$ cat src/design/upd_pkg.sv
// shared types, character codes and helper functions for the url percent decoder
package upd_pkg;

    localparam int QUEUE_DEPTH_DEF = 4;
    localparam int CMD_BYTES       = 3;

    localparam logic [7:0] CH_PLUS  = 8'h2b;
    localparam logic [7:0] CH_PCT   = 8'h25;
    localparam logic [7:0] CH_SPACE = 8'h20;

    typedef enum logic [1:0] {
        PH_IDLE  = 2'd0,
        PH_PCT   = 2'd1,
        PH_DIGIT = 2'd2
    } t_phase;

    typedef struct packed {
        logic [7:0] in_byte;
        logic       string_end;
    } t_in;

    typedef struct packed {
        logic [7:0] out_byte;
        logic       run_last;
        logic       decoded_end;
    } t_out;

    typedef struct packed {
        logic [CMD_BYTES-1:0][7:0] bytes;
        logic [1:0]                count;
        logic                      str_end;
    } t_cmd;

    function automatic logic is_hex(input logic [7:0] b);
        return (b inside {[8'd48:8'd57], [8'd97:8'd102], [8'd65:8'd70]});
    endfunction

    function automatic logic [3:0] nibble_of(input logic [7:0] b);
        logic [7:0] d;
        if (b inside {[8'd48:8'd57]}) begin
            d = b - 8'd48;
        end else if (b inside {[8'd97:8'd102]}) begin
            d = b - 8'd87;
        end else begin
            d = b - 8'd55;
        end
        return d[3:0];
    endfunction

    function automatic logic is_kept(input logic [7:0] v);
        return (v inside {[8'd48:8'd57], [8'd97:8'd122], [8'd65:8'd90],
                          8'h21, 8'h24, [8'h26:8'h2f], 8'h3a, 8'h3b, 8'h3d,
                          8'h3f, 8'h40, 8'h5f});
    endfunction

endpackage

$ cat src/design/url_percent_decoder.sv
// top level of the url percent decoder
// Input channel: drive i_item (byte plus end-of-string flag) and raise push;
// a transfer happens on a clock edge with push high and full low.
// Output channel: while empty is low, o_result holds the oldest decoded byte;
// a transfer happens on a clock edge with pop high and empty low.
// Each input byte yields zero to three output bytes. run_last marks the final
// byte caused by one input, decoded_end the final byte of the string.
// A byte that gives output is written into the command queue and from there
// into the output register before it appears on o_result.
// Throughput: one input byte per cycle while each yields at most one
// output byte and the receiver keeps pop high; the output side moves one
// byte per cycle while pop is high, so the command queue (QUEUE_DEPTH
// entries) absorbs bytes that expand to more outputs before full rises.
// When the receiver holds pop low, the output register keeps its byte, the
// queue fills, and then full stops the sender; nothing is dropped.
// Reset (synchronous, active low) clears the escape state, empties the queue
// and the output register; no clearing pass is needed.
module url_percent_decoder #(
    parameter int QUEUE_DEPTH = upd_pkg::QUEUE_DEPTH_DEF
) (
    input  logic           i_clk,
    input  logic           i_rst_n,
    input  logic           push,
    output logic           full,
    input  upd_pkg::t_in   i_item,
    output logic           empty,
    input  logic           pop,
    output upd_pkg::t_out  o_result
);
    import upd_pkg::*;

    logic w_accept;
    t_cmd w_cmd;
    logic w_cmd_valid;
    t_cmd w_head;
    logic w_q_empty;
    logic w_q_full;
    logic w_head_pop;

    assign w_accept = push && !w_q_full;
    assign full     = w_q_full;

    upd_front u_front (
        .i_clk       (i_clk),
        .i_rst_n     (i_rst_n),
        .i_accept    (w_accept),
        .i_item      (i_item),
        .o_cmd       (w_cmd),
        .o_cmd_valid (w_cmd_valid)
    );

    upd_queue #(
        .DEPTH (QUEUE_DEPTH)
    ) u_queue (
        .i_clk   (i_clk),
        .i_rst_n (i_rst_n),
        .i_wr    (w_cmd_valid),
        .i_wdata (w_cmd),
        .i_rd    (w_head_pop),
        .o_rdata (w_head),
        .o_full  (w_q_full),
        .o_empty (w_q_empty)
    );

    upd_back u_back (
        .i_clk        (i_clk),
        .i_rst_n      (i_rst_n),
        .i_head       (w_head),
        .i_head_valid (!w_q_empty),
        .o_head_pop   (w_head_pop),
        .i_pop        (pop),
        .o_empty      (empty),
        .o_result     (o_result)
    );

    a_reset_empty: assert property (@(posedge i_clk) !i_rst_n |=> empty && !full)
        else $error("outputs not idle after reset");

    a_end_is_run_last: assert property (@(posedge i_clk) disable iff (!i_rst_n)
        !empty && o_result.decoded_end |-> o_result.run_last)
        else $error("string end without run end");

    a_full_not_empty: assert property (@(posedge i_clk) disable iff (!i_rst_n)
        w_q_full |-> !w_q_empty)
        else $error("queue full and empty at once");

    a_head_pop_needs_data: assert property (@(posedge i_clk) disable iff (!i_rst_n)
        w_head_pop |-> !w_q_empty && w_head.count != 2'd0)
        else $error("command consumed from empty queue");

endmodule

$ cat src/design/upd_front.sv
// front end: tracks escape phase and turns each input byte into a short output command
module upd_front (
    input  logic          i_clk,
    input  logic          i_rst_n,
    input  logic          i_accept,
    input  upd_pkg::t_in  i_item,
    output upd_pkg::t_cmd o_cmd,
    output logic          o_cmd_valid
);
    import upd_pkg::*;

    t_phase     r_phase;
    t_phase     n_phase;
    t_phase     w_mid_phase;
    logic [7:0] r_held;
    logic [7:0] n_held;

    logic [7:0] w_b;
    logic       w_hex;
    logic       w_f_emit;
    logic       w_f_open;
    logic [7:0] w_f_byte;
    logic [7:0] w_val;
    t_cmd       w_cmd;

    assign w_b      = i_item.in_byte;
    assign w_hex    = is_hex(w_b);
    assign w_f_emit = (w_b != CH_PCT);
    assign w_f_open = (w_b == CH_PCT);
    assign w_f_byte = (w_b == CH_PLUS) ? CH_SPACE : w_b;
    assign w_val    = {nibble_of(r_held), nibble_of(w_b)};

    // next state
    always_comb begin
        w_mid_phase = PH_IDLE;
        n_held      = r_held;
        case (r_phase)
            PH_PCT: begin
                if (w_hex) begin
                    w_mid_phase = PH_DIGIT;
                    n_held      = w_b;
                end else begin
                    w_mid_phase = w_f_open ? PH_PCT : PH_IDLE;
                end
            end
            PH_DIGIT: begin
                if (w_hex) begin
                    w_mid_phase = PH_IDLE;
                end else begin
                    w_mid_phase = w_f_open ? PH_PCT : PH_IDLE;
                end
            end
            default: begin
                w_mid_phase = w_f_open ? PH_PCT : PH_IDLE;
            end
        endcase
        n_phase = i_item.string_end ? PH_IDLE : w_mid_phase;
    end

    // output command
    always_comb begin
        w_cmd         = '0;
        w_cmd.str_end = i_item.string_end;
        case (r_phase)
            PH_PCT: begin
                if (!w_hex) begin
                    w_cmd.bytes[0] = CH_PCT;
                    w_cmd.bytes[1] = w_f_byte;
                    w_cmd.count    = w_f_emit ? 2'd2 : 2'd1;
                end
            end
            PH_DIGIT: begin
                if (w_hex) begin
                    if (is_kept(w_val)) begin
                        w_cmd.bytes[0] = CH_PCT;
                        w_cmd.bytes[1] = r_held;
                        w_cmd.bytes[2] = w_b;
                        w_cmd.count    = 2'd3;
                    end else begin
                        w_cmd.bytes[0] = w_val;
                        w_cmd.count    = 2'd1;
                    end
                end else begin
                    w_cmd.bytes[0] = CH_PCT;
                    w_cmd.bytes[1] = r_held;
                    w_cmd.bytes[2] = w_f_byte;
                    w_cmd.count    = w_f_emit ? 2'd3 : 2'd2;
                end
            end
            default: begin
                w_cmd.bytes[0] = w_f_byte;
                w_cmd.count    = w_f_emit ? 2'd1 : 2'd0;
            end
        endcase
        // flush a pending escape at the end of the string
        if (i_item.string_end) begin
            if (w_mid_phase == PH_PCT) begin
                case (w_cmd.count)
                    2'd0:    w_cmd.bytes[0] = CH_PCT;
                    2'd1:    w_cmd.bytes[1] = CH_PCT;
                    default: w_cmd.bytes[2] = CH_PCT;
                endcase
                w_cmd.count = w_cmd.count + 2'd1;
            end else if (w_mid_phase == PH_DIGIT) begin
                w_cmd.bytes[0] = CH_PCT;
                w_cmd.bytes[1] = n_held;
                w_cmd.count    = 2'd2;
            end
        end
    end

    assign o_cmd       = w_cmd;
    assign o_cmd_valid = i_accept && (w_cmd.count != 2'd0);

    always_ff @(posedge i_clk) begin
        if (!i_rst_n) begin
            r_phase <= PH_IDLE;
            r_held  <= '0;
        end else if (i_accept) begin
            r_phase <= n_phase;
            r_held  <= n_held;
        end
    end

endmodule

$ cat src/design/upd_queue.sv
// small command queue between the front end and the output sequencer
module upd_queue #(
    parameter int DEPTH = upd_pkg::QUEUE_DEPTH_DEF
) (
    input  logic          i_clk,
    input  logic          i_rst_n,
    input  logic          i_wr,
    input  upd_pkg::t_cmd i_wdata,
    input  logic          i_rd,
    output upd_pkg::t_cmd o_rdata,
    output logic          o_full,
    output logic          o_empty
);
    import upd_pkg::*;

    localparam int PTR_W = (DEPTH > 1) ? $clog2(DEPTH) : 1;
    localparam int CNT_W = $clog2(DEPTH + 1);

    t_cmd             r_mem [DEPTH];
    logic [PTR_W-1:0] r_wr_ptr;
    logic [PTR_W-1:0] r_rd_ptr;
    logic [CNT_W-1:0] r_count;
    logic             w_do_wr;
    logic             w_do_rd;

    assign o_full  = (r_count == CNT_W'(DEPTH));
    assign o_empty = (r_count == '0);
    assign w_do_wr = i_wr && !o_full;
    assign w_do_rd = i_rd && !o_empty;
    assign o_rdata = r_mem[r_rd_ptr];

    always_ff @(posedge i_clk) begin
        if (w_do_wr) begin
            r_mem[r_wr_ptr] <= i_wdata;
        end
    end

    always_ff @(posedge i_clk) begin
        if (!i_rst_n) begin
            r_wr_ptr <= '0;
            r_rd_ptr <= '0;
            r_count  <= '0;
        end else begin
            if (w_do_wr) begin
                r_wr_ptr <= (r_wr_ptr == PTR_W'(DEPTH - 1)) ? '0 : r_wr_ptr + 1'b1;
            end
            if (w_do_rd) begin
                r_rd_ptr <= (r_rd_ptr == PTR_W'(DEPTH - 1)) ? '0 : r_rd_ptr + 1'b1;
            end
            if (w_do_wr && !w_do_rd) begin
                r_count <= r_count + 1'b1;
            end else if (w_do_rd && !w_do_wr) begin
                r_count <= r_count - 1'b1;
            end
        end
    end

endmodule

$ cat src/design/upd_back.sv
// back end: walks the bytes of each command into the output register
module upd_back (
    input  logic          i_clk,
    input  logic          i_rst_n,
    input  upd_pkg::t_cmd i_head,
    input  logic          i_head_valid,
    output logic          o_head_pop,
    input  logic          i_pop,
    output logic          o_empty,
    output upd_pkg::t_out o_result
);
    import upd_pkg::*;

    logic       r_valid;
    t_out       r_out;
    logic [1:0] r_idx;
    logic       w_load;
    logic       w_take;
    logic       w_last_byte;
    logic [7:0] w_byte;

    assign w_load      = !r_valid || i_pop;
    assign w_take      = w_load && i_head_valid;
    assign w_last_byte = (r_idx == (i_head.count - 2'd1));
    assign o_head_pop  = w_take && w_last_byte;
    assign o_empty     = !r_valid;
    assign o_result    = r_out;

    always_comb begin
        case (r_idx)
            2'd0:    w_byte = i_head.bytes[0];
            2'd1:    w_byte = i_head.bytes[1];
            default: w_byte = i_head.bytes[2];
        endcase
    end

    always_ff @(posedge i_clk) begin
        if (!i_rst_n) begin
            r_valid <= 1'b0;
            r_idx   <= '0;
        end else if (w_load) begin
            r_valid <= w_take;
            if (w_take) begin
                r_idx <= w_last_byte ? 2'd0 : r_idx + 2'd1;
            end
        end
    end

    always_ff @(posedge i_clk) begin
        if (w_take) begin
            r_out.out_byte    <= w_byte;
            r_out.run_last    <= w_last_byte;
            r_out.decoded_end <= w_last_byte && i_head.str_end;
        end
    end

endmodule

$ cat config.mk
export PLATFORM = sky130hd
export DESIGN_NAME = url_percent_decoder
export DESIGN_NICKNAME = d
export VERILOG_FILES = /design/src/design/upd_pkg.sv /design/src/design/url_percent_decoder.sv /design/src/design/upd_front.sv /design/src/design/upd_queue.sv /design/src/design/upd_back.sv
export SDC_FILE = /design/constraint.sdc
export NUM_CORES = 1
export LEC_CHECK = 0
export BUFFER_PORTS_ARGS = -buffer_cell sky130_fd_sc_hd__buf_2
export CORE_MARGIN = 2
export CORE_UTILIZATION = 40
export CTS_BUF_LIST = sky130_fd_sc_hd__clkbuf_4 sky130_fd_sc_hd__clkbuf_8
export CTS_CLUSTER_DIAMETER = 150
export DETAILED_ROUTE_END_ITERATION = 10
export SKIP_LAST_GASP = 1
export SYNTH_ARGS = -nofsm -noshare
export SYNTH_HDL_FRONTEND = slang
export SYNTH_SLANG_ARGS = --single-unit
$ cat constraint.sdc
create_clock -name i_clk -period 3.8 [get_ports i_clk]
set_input_delay 0.38 -clock i_clk [delete_from_list [all_inputs] [get_ports i_clk]]
set_output_delay 0.38 -clock i_clk [all_outputs]
set_load 0.05 [all_outputs]
---- Word-level counts from Yosys, hierarchy flattened ----
Memories as Yosys holds them, arrays and structs flattened. A register that Yosys moved wholly into a read port is not among the register bits.
Index checks and enable logic that the tools add are counted.
storage, ports and cells
  flip-flop bits (word level) ............. 30
  bits in latches ......................... 0
  bits in writable memories ............... 108
  memory bits (read-only) ................. 0
  bits of input ports ..................... 13
  output and inout port bits .............. 12
  memories kept ........................... 1
operators by class
  add/subtract/negate cells ............... 13
  $mul .................................... 0
  divide/modulo/power cells ............... 0
  magnitude comparators ................... 18
  equal/unequal tests ..................... 21
  shift-type cells ........................ 0
  muxes and demuxes ....................... 39
  bitwise logic cells ..................... 0
  reduce and logical (&&, ||, !) cells .... 33
memory list
  name           words  bits a word  read ports  clocked after Yosys merged registers in  write ports  RTL line         RTL
  u_queue.r_mem  4      27           1           1                                        1            upd_queue.sv:19  t_cmd r_mem [DEPTH];
operators with widths
  cell                   count
  $eq A8 B6 Y1 const B   8
  $mux W8                8
  $mux W18               3
  $mux W26               2
  $ge A8 B7 Y1 const B   5
  $le A8 B7 Y1 const B   5
  $ge A8 B6 Y1 const B   4
  $le A8 B6 Y1 const B   4
  $pmux W8 S2            2
  $pmux W10 S2           1
  $logic_and A1 B1 Y1    18
  $mux W2                9
  $eq A8 B7 Y1 const B   2
  $mux W16               1
  $mux W4                4
  $sub A4 B3 Y4 const B  4
  $reduce_bool A12 Y1    1
  $mux W10               1
  $add A2 B1 Y2 const B  4
  $eq A2 B1 Y1 const B   4
  $eq A2 B2 Y1 const B   4
  $ne A8 B6 Y1 const B   1
  $sub A4 B1 Y4 const B  2
  $mux W3                2
  15 further kinds       25

---- Longest topological paths before layout ----
Gate-level depths: netlist of run 1.
  depth in word-level cells ............... 22
  depth in mapped cells ................... 19
  gate-level depth less buffers ........... 19

---- Cells and area by module ----
Synthesis of run 1 repeated with hierarchy kept, for this count alone.
unflattened totals
  cells, all modules ...................... 468
  area total of the unflattened synthesis .. 6,739.0 um2
modules (own cells, without submodules)
  module               instances  cells an instance  area an instance (um2)
  upd_queue            1          192                4,424.2
  upd_front            1          212                1,654.1
  upd_back             1          62                 643.1
  url_percent_decoder  1          2                  17.5

---- Least setup slack after synthesis of run 1 ----
No wires, ideal clock.
  path kind ............................... register to register
  start point ............................. register u_front.r_held[0]
  end point ............................... register u_queue.r_count[2]
  setup time .............................. 76 ps
  data arrival time ....................... 4,008 ps
  setup slack ............................. -284 ps
  cell stages (with the launch flop) ...... 20
  path buffers ............................ 0
  clock period less this slack ............ 4,084 ps
  path through ............................ dfxtp_1 inv_1 ha_1 o21ba_2 a2bb2oi_1 a2111oi_0 mux2i_1 o21ai_2 o221ai_4 o21ai_0 ha_1 a211o_1 inv_2 a21oi_4 ha_1 inv_1 fa_1 xor2_1 or3_1 a21boi_0
between the ends
  cells in the longest elaborated chain, start to end .. 19
  elaborated cells on any way between the ends .. 47
  classes of those cells .................. 4 x add/sub; 12 x order compare; 8 x eq/ne; 9 x mux; 14 x reduce/logical
ends and longest elaborated chain
  item                                          RTL line          RTL
  start, declared                               upd_front.sv:15   logic [7:0] r_held;
  start signal, assigned                        upd_front.sv:121  r_held <= n_held;
  $ge A8 B7 Y1 or $le A8 B7 Y1 (tied branches)  upd_pkg.sv:42     end else if (b inside {[8'd97:8'd102]}) begin
  $logic_and A1 B1 Y1                           upd_pkg.sv:42
  $mux W4                                       upd_pkg.sv:42
  $mux W4 (*)                                   upd_pkg.sv:40     if (b inside {[8'd48:8'd57]}) begin
  $ge A8 B6 Y1 (tied with other cells)          upd_pkg.sv:51     return (v inside {[8'd48:8'd57], [8'd97:8'd122], [8'd65:8'd90],
  $logic_and A1 B1 Y1                           upd_pkg.sv:51
  $reduce_bool A12 Y1 (*)                       upd_pkg.sv:51
  $mux W10 (*)                                  upd_front.sv:74   if (is_kept(w_val)) begin
  [4 not listed]                                --
  $mux W26 (*)                                  upd_front.sv:96   if (i_item.string_end) begin
  $reduce_bool A2 Y1 (*)                        upd_front.sv:113  assign o_cmd_valid = i_accept && (w_cmd.count != 2'd0);
  $logic_and A1 B1 Y1 (*)                       upd_front.sv:113
  $logic_and A1 B1 Y1 (*)                       upd_queue.sv:28   assign w_do_wr = i_wr && !o_full;
  named net u_queue.w_do_wr                     upd_queue.sv:23   logic w_do_wr;
  $logic_not A1 Y1                              upd_queue.sv:52   end else if (w_do_rd && !w_do_wr) begin
  $logic_and A1 B1 Y1                           upd_queue.sv:52
  $reduce_bool A2 Y1 (no line)                  --
  end signal, assigned                          upd_queue.sv:51   r_count <= r_count + 1'b1;
  end signal, assigned                          upd_queue.sv:53   r_count <= r_count - 1'b1;
  end, declared                                 upd_queue.sv:22   logic [CNT_W-1:0] r_count;
Mark *: on every way through the listed nets, which the timed path passes. The rest lies on a longest branch.
A chain may end at the register's enable or synchronous reset.

---- Worst setup path in the final report of run 1 ----
  start point ............................. register u_front.r_held[1]
  end point ............................... register u_queue.r_count[2]
The elaborated chain is that of the path after synthesis.

==> results.py, run 1 <==
metrics = {
    "status": {
        "status": "finished, final reports clean",
    },
    "drt": {
        "antenna_violating_nets_post_route": 0,
        "drt-total-wl_um": 14500,
        "via_count": 4211,
        "viasPerCell": 5.36,
        "first_pass_iters": 5,
        "drt-initial-drc-count": 236,
        "detail_route.drc_violations": 0,
        "drt-wirelength-per-cell_um": 18.5,
    },
    "sta": {
        "slew_violations": 0,
        "grt_setup_unrepaired": "yes",
        "final_critical_path_setup_slack_ns": 0.0252,
        "slew_at_the_pin_with_the_worst_max_slew_slack_ns": 0.644,
        "max_clock_freq_mhz": 265,
        "timing.final.crit_share": 0.993,
        "final.min_clock_period_ns": 3.77,
        "timing.clock.skew_ns": 0.0143,
        "finalHoldViolCount": 0,
        "maxSlewHeadroom": 0.570,
        "setup_violations": 0,
    },
    "yosys": {
        "yosys.cell_types.count": 76,
        "synthesis.nets": 509,
        "ys_top_cells_by_area": "sky130_fd_sc_hd__edfxtp_1, sky130_fd_sc_hd__mux4_2, sky130_fd_sc_hd__dfxtp_1, sky130_fd_sc_hd__ha_1, sky130_fd_sc_hd__nand2_1",
        "number_of_synthesized_flops_with_an_enable_pin": 118,
        "yosys_warnings": 0,
        "synthesis.area_per_instance_sq_um": 14.2,
        "synth_async_sr_flop_share": 0,
        "synth_top_area_share": 0.527,
        "proportion_of_synthesized_chip_area_in_sequential_cells": 0.592,
        "synth.largest_area_cell": "sky130_fd_sc_hd__edfxtp_1",
        "postSynthCellCount": 474,
        "yosys_most_used_dff": "sky130_fd_sc_hd__edfxtp_1",
        "number_of_synthesized_register_bits": 140,
        "synthesis.area_sq_um": 6730,
    },
    "floorplan": {
        "fp.dieArea_sq_um": 17900,
        "io_pins": 25,
        "die_height_um": 134,
        "floorplan.initialDensity": 0.407,
        "die_w_um": 134,
        "core-area_sq_um": 16500,
        "std_cell_rows": 47,
    },
    "finish": {
        "seq_area_sq_um": 3990,
        "postLayoutCoreUtil": 0.489,
        "final_cell_area_sq_um": 8070,
        "drive_gt1_frac": 0.336,
        "final_common_cell": "sky130_fd_sc_hd__edfxtp_1",
        "final_cell_mix": "sky130_fd_sc_hd__edfxtp_1, sky130_fd_sc_hd__buf_4, sky130_fd_sc_hd__nand2_1, sky130_fd_sc_hd__mux4_2, sky130_fd_sc_hd__buf_2",
        "finish.net_count": 587,
        "num_antenna_cells": 0,
        "filler_cell_count": 1453,
        "final-instance-count-excl-fill": 785,
        "multi_input_comb_area_sq_um": 2720,
        "layout-area-overhead-vs-synth_pct": 20.0,
    },
    "critical_path": {
        "ordered_list_of_cells_on_the_worst_path": "buf_4, buf_4, ha_1, nor2b_1, a31oi_1, and2_4, nand2_1, a31o_4, o221ai_4, o21ai_2, ha_1, a211o_1, inv_2, a21oi_4, ha_2, inv_2, fa_2, xor2_1, or3_1, a21boi_1",
        "cpPeakStageDelay_ns": 0.36,
        "cp.required_ns": 4.17,
        "startpoint": "u_front.r_held[1]",
        "reg2regPathDepth": 20,
        "slowest_cell_on_the_critical_path": "sky130_fd_sc_hd__dfxtp_2",
        "critical-path-top-delay-family": "compound AO/OA/AOI/OAI gates",
        "rr_endpoint": "u_queue.r_count[2]",
        "worst_setup_path_start_kind": "register",
        "worst-path-max-fanout": 6,
        "setup.worst_path.end_class": "register",
        "reg2reg_slack_ns": 0.03,
        "critical_path_depth_in_cells": 20,
        "cp.buffers_inverters": 4,
        "worst_r2r_startpoint": "u_front.r_held[1]",
        "critical_path_class": "register to register",
        "arrival_ns": 4.14,
    },
    "min_path": {
        "whs_path_depth": 4,
        "timing.hold.worst_endpoint": "u_back.r_valid",
        "holdCritPathClass": "input port to register",
        "min_from": "pop",
    },
    "global_route": {
        "grtUsageMet2": 0.279,
        "met3_usage": 0.0323,
        "grt.met1_usage": 0.235,
        "grt_start_max_net_pins": 28,
        "top_usage_layer": "met2",
        "grt_first_pass_wirelength_um": 23600,
        "grt.total_usage": 0.172,
        "grt_overflow": 0,
        "via_count_of_the_first_global_routing_pass": 4458,
        "antenna_found_initial": 0,
    },
    "placement": {
        "gp_congestion": 0.891,
        "port_buffers": 24,
        "setup_slack_after_placement_ns": -0.165,
        "dp_hpwl_um": 9930,
        "cell_area_placed_sq_um": 7500,
        "placed_cells_incl_taps": 747,
    },
    "run": {
        "maxCapViolations": 0,
    },
    "clock_tree": {
        "cts-root-buf": "sky130_fd_sc_hd__clkbuf_8",
        "postCtsHoldBufs": 0,
        "path_clk_slew_ns": 0.08,
        "tritoncts_clock_tree": "built",
        "cts_made_buffers": 17,
        "clk_latency_ns": 0.43,
        "ctsLongestPathBuffers": 2,
        "cts.sink_count": 140,
        "clock_tree.htree_level_count": 4,
    },
    "power_and_ir_drop": {
        "vdd.ir_drop.worst_mv": 0.239,
        "p_per_area_nw_per_um2": 555,
        "cellLeakagePower_nw": 2.91,
        "totalPowerFinal_mw": 4.48,
    },
}
flip-flops by register name, summed over array words and instances, names as in the netlist, named ones only:
| register | flops |
|---|---|
| u_queue.r_mem | 108 |
| u_queue.r_wr_ptr | 2 |
| u_front.r_phase | 2 |
| u_queue.r_rd_ptr | 2 |
| u_back.r_valid | 1 |
| u_front.r_held | 8 |
| u_back.o_result | 10 |
| u_queue.r_count | 3 |
| u_back.r_idx | 2 |
cell usage after synthesis, drive strengths merged, types with 11 or more instances:
cell type,instances
inv,26
edfxtp,118
clkbuf,11
mux4,27
nor2b,22
and2,15
nand2,41
dfxtp,22
o21ai,12
ha,21
nor2,17
mux2i,12
how the worst max path moves through the flow:
| stage | end | slack, ns |
|---|---|---|
| final | u_queue.r_count[2] | 0.03 |
| after global routing | u_queue.r_count[2] | -0.14 |
| after CTS | u_queue.r_count[2] | 0.01 |
| after detailed placement | u_queue.r_count[2] | -0.17 |
| after global placement | u_queue.r_count[2] | -0.03 |
| after floorplan | u_queue.r_count[2] | 0.006 |
logic make-up (layout without fill, tap and decap cells):
| logic type | Yosys count | after routing | share of synthesized area |
|---|---|---|---|
| adder cells (fa/ha/maj) | 22 | 22 | 0.0420 |
| XOR/XNOR | 3 | 3 | 0.00391 |
| flip-flops | 140 | 140 | 0.592 |
| AND/OR/NAND/NOR | 139 | 139 | 0.120 |
| AO/OA/AOI/OAI | 85 | 85 | 0.107 |
| multiplexers | 39 | 39 | 0.108 |
| buffers and inverters | 46 | 137 | 0.0271 |
tightest hold or removal path, stage by stage:
cell                       delay [ns]
sky130_fd_sc_hd__buf_2           0.07
sky130_fd_sc_hd__inv_1           0.04
sky130_fd_sc_hd__nand2_1         0.05
sky130_fd_sc_hd__a21boi_0        0.06
what timing repair did:
item / CTS / global route
hold endpoints to repair: 0 / 0
gates cloned: 0 / 0
setup buffers: 1 / 5
gates resized for setup: 4 / 19
endpoints found under the setup margin: 1 / 41
pin swaps: 2 / 15
where the power goes:
part	switching, mW	internal (mW)
clock network	0.571	0.658
logic	0.760	0.511
registers	0.0694	1.91
layer usage:
| metal | vias up | part of all wire |
|---|---|---|
| met3 | 16 | 0.035 |
| met1 | 2117 | 0.47 |
| met2 | 92 | 0.48 |
| li1 | 1986 | - |
| met5 | - | 0 |
| met4 | 0 | 0.017 |
metrics by stage:
| stage | setup TNS (ns) | hold slack, ns |
|---|---|---|
| after global routing | -0.233 | 0.211 |
| final | 0 | 0.221 |
| after global placement | -0.0293 | 0.463 |
| after CTS | 0 | 0.184 |
| after detailed placement | -0.165 | 0.482 |
| after floorplan | 0 | 0.455 |
final cells by class:
cell class,count,area share
flip-flops and latches,140,0.494
multi-input cells,288,0.337
repair buffers,79,0.0707
well taps,220,0.0341
clock buffers,18,0.0299
clock inverters,14,0.0211
inverters,26,0.0130
Note: power is estimated with default switching activity, not from simulation.
==> run 2: changes to the inputs <==
==> constraint.sdc (replaced) <==
create_clock -name i_clk -period 3.03 [get_ports i_clk]
set_input_delay 0.303 -clock i_clk [delete_from_list [all_inputs] [get_ports i_clk]]
set_output_delay 0.303 -clock i_clk [all_outputs]
set_load 0.05 [all_outputs]
==> results.py, run 2 (synthesis gave the netlist of run 1 again) <==
metrics = {
    "critical_path": {
        "arrival_ns": 4.10,
        "setup.worst_path.end_class": "register",
        "worst_setup_path_start_kind": "register",
        "reg2regPathDepth": 19,
        "reg2reg_slack_ns": -0.70,
        "rr_endpoint": "u_queue.r_count[2]",
        "cp.required_ns": 3.40,
        "critical_path_class": "register to register",
        "worst_r2r_startpoint": "u_front.r_held[0]",
        "worst-path-max-fanout": 3,
    },
    "drt": {
        "viasPerCell": 5.41,
        "drt-total-wl_um": 16900,
        "drt-initial-drc-count": 409,
        "drt-wirelength-per-cell_um": 19.9,
        "via_count": 4581,
        "first_pass_iters": 5,
        "antenna_violating_nets_post_route": 0,
        "detail_route.drc_violations": 0,
    },
    "floorplan": {
        "floorplan.initialDensity": 0.407,
        "core-area_sq_um": 16500,
        "std_cell_rows": 47,
        "die_height_um": 134,
        "io_pins": 25,
        "die_w_um": 134,
        "fp.dieArea_sq_um": 17900,
    },
    "global_route": {
        "grt_overflow": 0,
        "grt_start_max_net_pins": 25,
        "antenna_found_initial": 0,
        "via_count_of_the_first_global_routing_pass": 4740,
        "grt.total_usage": 0.200,
        "grt_first_pass_wirelength_um": 26700,
    },
    "finish": {
        "postLayoutCoreUtil": 0.549,
        "drive_gt1_frac": 0.447,
        "finish.net_count": 649,
        "largest_reg_flops": 108,
        "final_cell_area_sq_um": 9080,
        "final_cell_mix": "sky130_fd_sc_hd__edfxtp_1, sky130_fd_sc_hd__buf_4, sky130_fd_sc_hd__nand2_1, sky130_fd_sc_hd__mux4_2, sky130_fd_sc_hd__buf_2",
        "final-instance-count-excl-fill": 847,
        "register_name_with_the_most_flops": "u_queue.r_mem",
        "layout-area-overhead-vs-synth_pct": 34.9,
        "num_antenna_cells": 0,
        "final_common_cell": "sky130_fd_sc_hd__edfxtp_1",
    },
    "power_and_ir_drop": {
        "p_per_area_nw_per_um2": 655,
        "totalPowerFinal_mw": 5.95,
        "cellLeakagePower_nw": 3.38,
        "vdd.ir_drop.worst_mv": 0.468,
    },
    "clock_tree": {
        "tritoncts_clock_tree": "built",
        "path_clk_slew_ns": 0.08,
        "cts-root-buf": "sky130_fd_sc_hd__clkbuf_8",
        "clk_latency_ns": 0.44,
        "postCtsHoldBufs": 0,
        "clock_tree.htree_level_count": 4,
        "cts.sink_count": 140,
        "cts_made_buffers": 17,
        "ctsLongestPathBuffers": 2,
    },
    "sta": {
        "setup_violations": 177,
        "timing.final.crit_share": 1.23,
        "slew_at_the_pin_with_the_worst_max_slew_slack_ns": 0.517,
        "maxSlewHeadroom": 0.654,
        "timing.clock.skew_ns": 0.0104,
        "finalHoldViolCount": 0,
        "final_critical_path_setup_slack_ns": -0.700,
        "max_clock_freq_mhz": 268,
        "final.min_clock_period_ns": 3.73,
        "grt_setup_unrepaired": "yes",
        "slew_violations": 0,
    },
    "placement": {
        "dp_hpwl_um": 10300,
        "gp_congestion": 0.826,
        "cell_area_placed_sq_um": 7950,
        "setup_slack_after_placement_ns": -0.883,
        "port_buffers": 24,
        "placed_cells_incl_taps": 797,
    },
    "status": {
        "violated_checks": "negative setup slack",
        "status": "complete, but fails checks",
    },
    "min_path": {
        "min_from": "pop",
        "holdCritPathClass": "input port to register",
        "whs_path_depth": 4,
        "timing.hold.worst_endpoint": "u_back.r_valid",
    },
    "run": {
        "maxCapViolations": 0,
    },
}
[run 2: cell count changes in the layout (fill, tap and decap cells not counted), moves of 4 or more]
cell and change:
sky130_fd_sc_hd__and2_1 -4, sky130_fd_sc_hd__buf_16 +4, sky130_fd_sc_hd__buf_4 +44, sky130_fd_sc_hd__buf_6 +4, sky130_fd_sc_hd__bufbuf_16 +8, sky130_fd_sc_hd__inv_6 +4, sky130_fd_sc_hd__nor3_4 +4
[run 2: worst max-delay path, cell delays in order, from the launching register on]
cell and delay [ns]:
sky130_fd_sc_hd__dfxtp_4 0.39, sky130_fd_sc_hd__inv_4 0.05, sky130_fd_sc_hd__ha_4 0.16, sky130_fd_sc_hd__o21ba_4 0.21, sky130_fd_sc_hd__a2bb2oi_4 0.17, sky130_fd_sc_hd__a2111oi_4 0.34, sky130_fd_sc_hd__mux2i_1 0.14, sky130_fd_sc_hd__o21ai_2 0.27
sky130_fd_sc_hd__o221ai_4 0.14, sky130_fd_sc_hd__o21ai_2 0.15, sky130_fd_sc_hd__ha_1 0.16, sky130_fd_sc_hd__a211o_1 0.13, sky130_fd_sc_hd__inv_2 0.04, sky130_fd_sc_hd__a21oi_4 0.16, sky130_fd_sc_hd__ha_4 0.15, sky130_fd_sc_hd__inv_2 0.03
sky130_fd_sc_hd__fa_2 0.33, sky130_fd_sc_hd__xor2_1 0.18, sky130_fd_sc_hd__or3_1 0.32, sky130_fd_sc_hd__a21boi_2 0.14
[run 2: final cells by class]
class / instances / area [sq um]
Clock inverter: 15 / 186
Multi-Input combinational cell: 288 / 2930
Tap cell: 220 / 275
Sequential cell: 140 / 3990
Inverter: 26 / 105
Timing Repair Buffer: 141 / 1360
Clock buffer: 17 / 234
Fill cell: 1350 / 7450
[run 2: worst max-delay path by stage]
stage,from,end,cells after the start
3_5_place_dp,i_item[2],u_queue.r_count[2],20
2_1_floorplan,u_front.r_held[1],u_queue.r_count[2],19
4_1_cts,u_front.r_held[0],u_queue.r_count[2],19
6_report,u_front.r_held[0],u_queue.r_count[2],19
3_3_place_gp,i_item[1],u_queue.r_count[2],20
5_1_grt,u_front.r_held[0],u_queue.r_count[2],19
[run 2: stage by stage]
step	TNS [ns]	hold WS, ns
3_5_place_dp	-105.10	0.477
4_1_cts	-69.24	0.106
5_1_grt	-93.85	0.158
3_3_place_gp	-82.15	0.462
6_report	-65.93	0.138
2_1_floorplan	-40.20	0.402
[run 2: timing repair]
action	CTS	global route
setup buffers	4	6
pin swaps	26	12
cloned	12	0
endpoints found under the setup margin	205	205
resized for setup	47	15
[run 2: routing by layer]
| layer | share of wire | global-route usage | wire [um] | vias up |
|---|---|---|---|---|
| met5 | 0 | 0 | 0 | - |
| met2 | 0.51 | 0.344 | 8570 | 162 |
| met1 | 0.42 | 0.256 | 7040 | 2271 |
| li1 | - | - | - | 2123 |
| met4 | 0.020 | 0.0662 | 331 | 0 |
| met3 | 0.055 | 0.0373 | 923 | 25 |
[run 2: power by group]
group	internal, mW	switching (mW)
Clock	0.826	0.746
Combinational	0.860	1.03
Sequential	2.39	0.0980
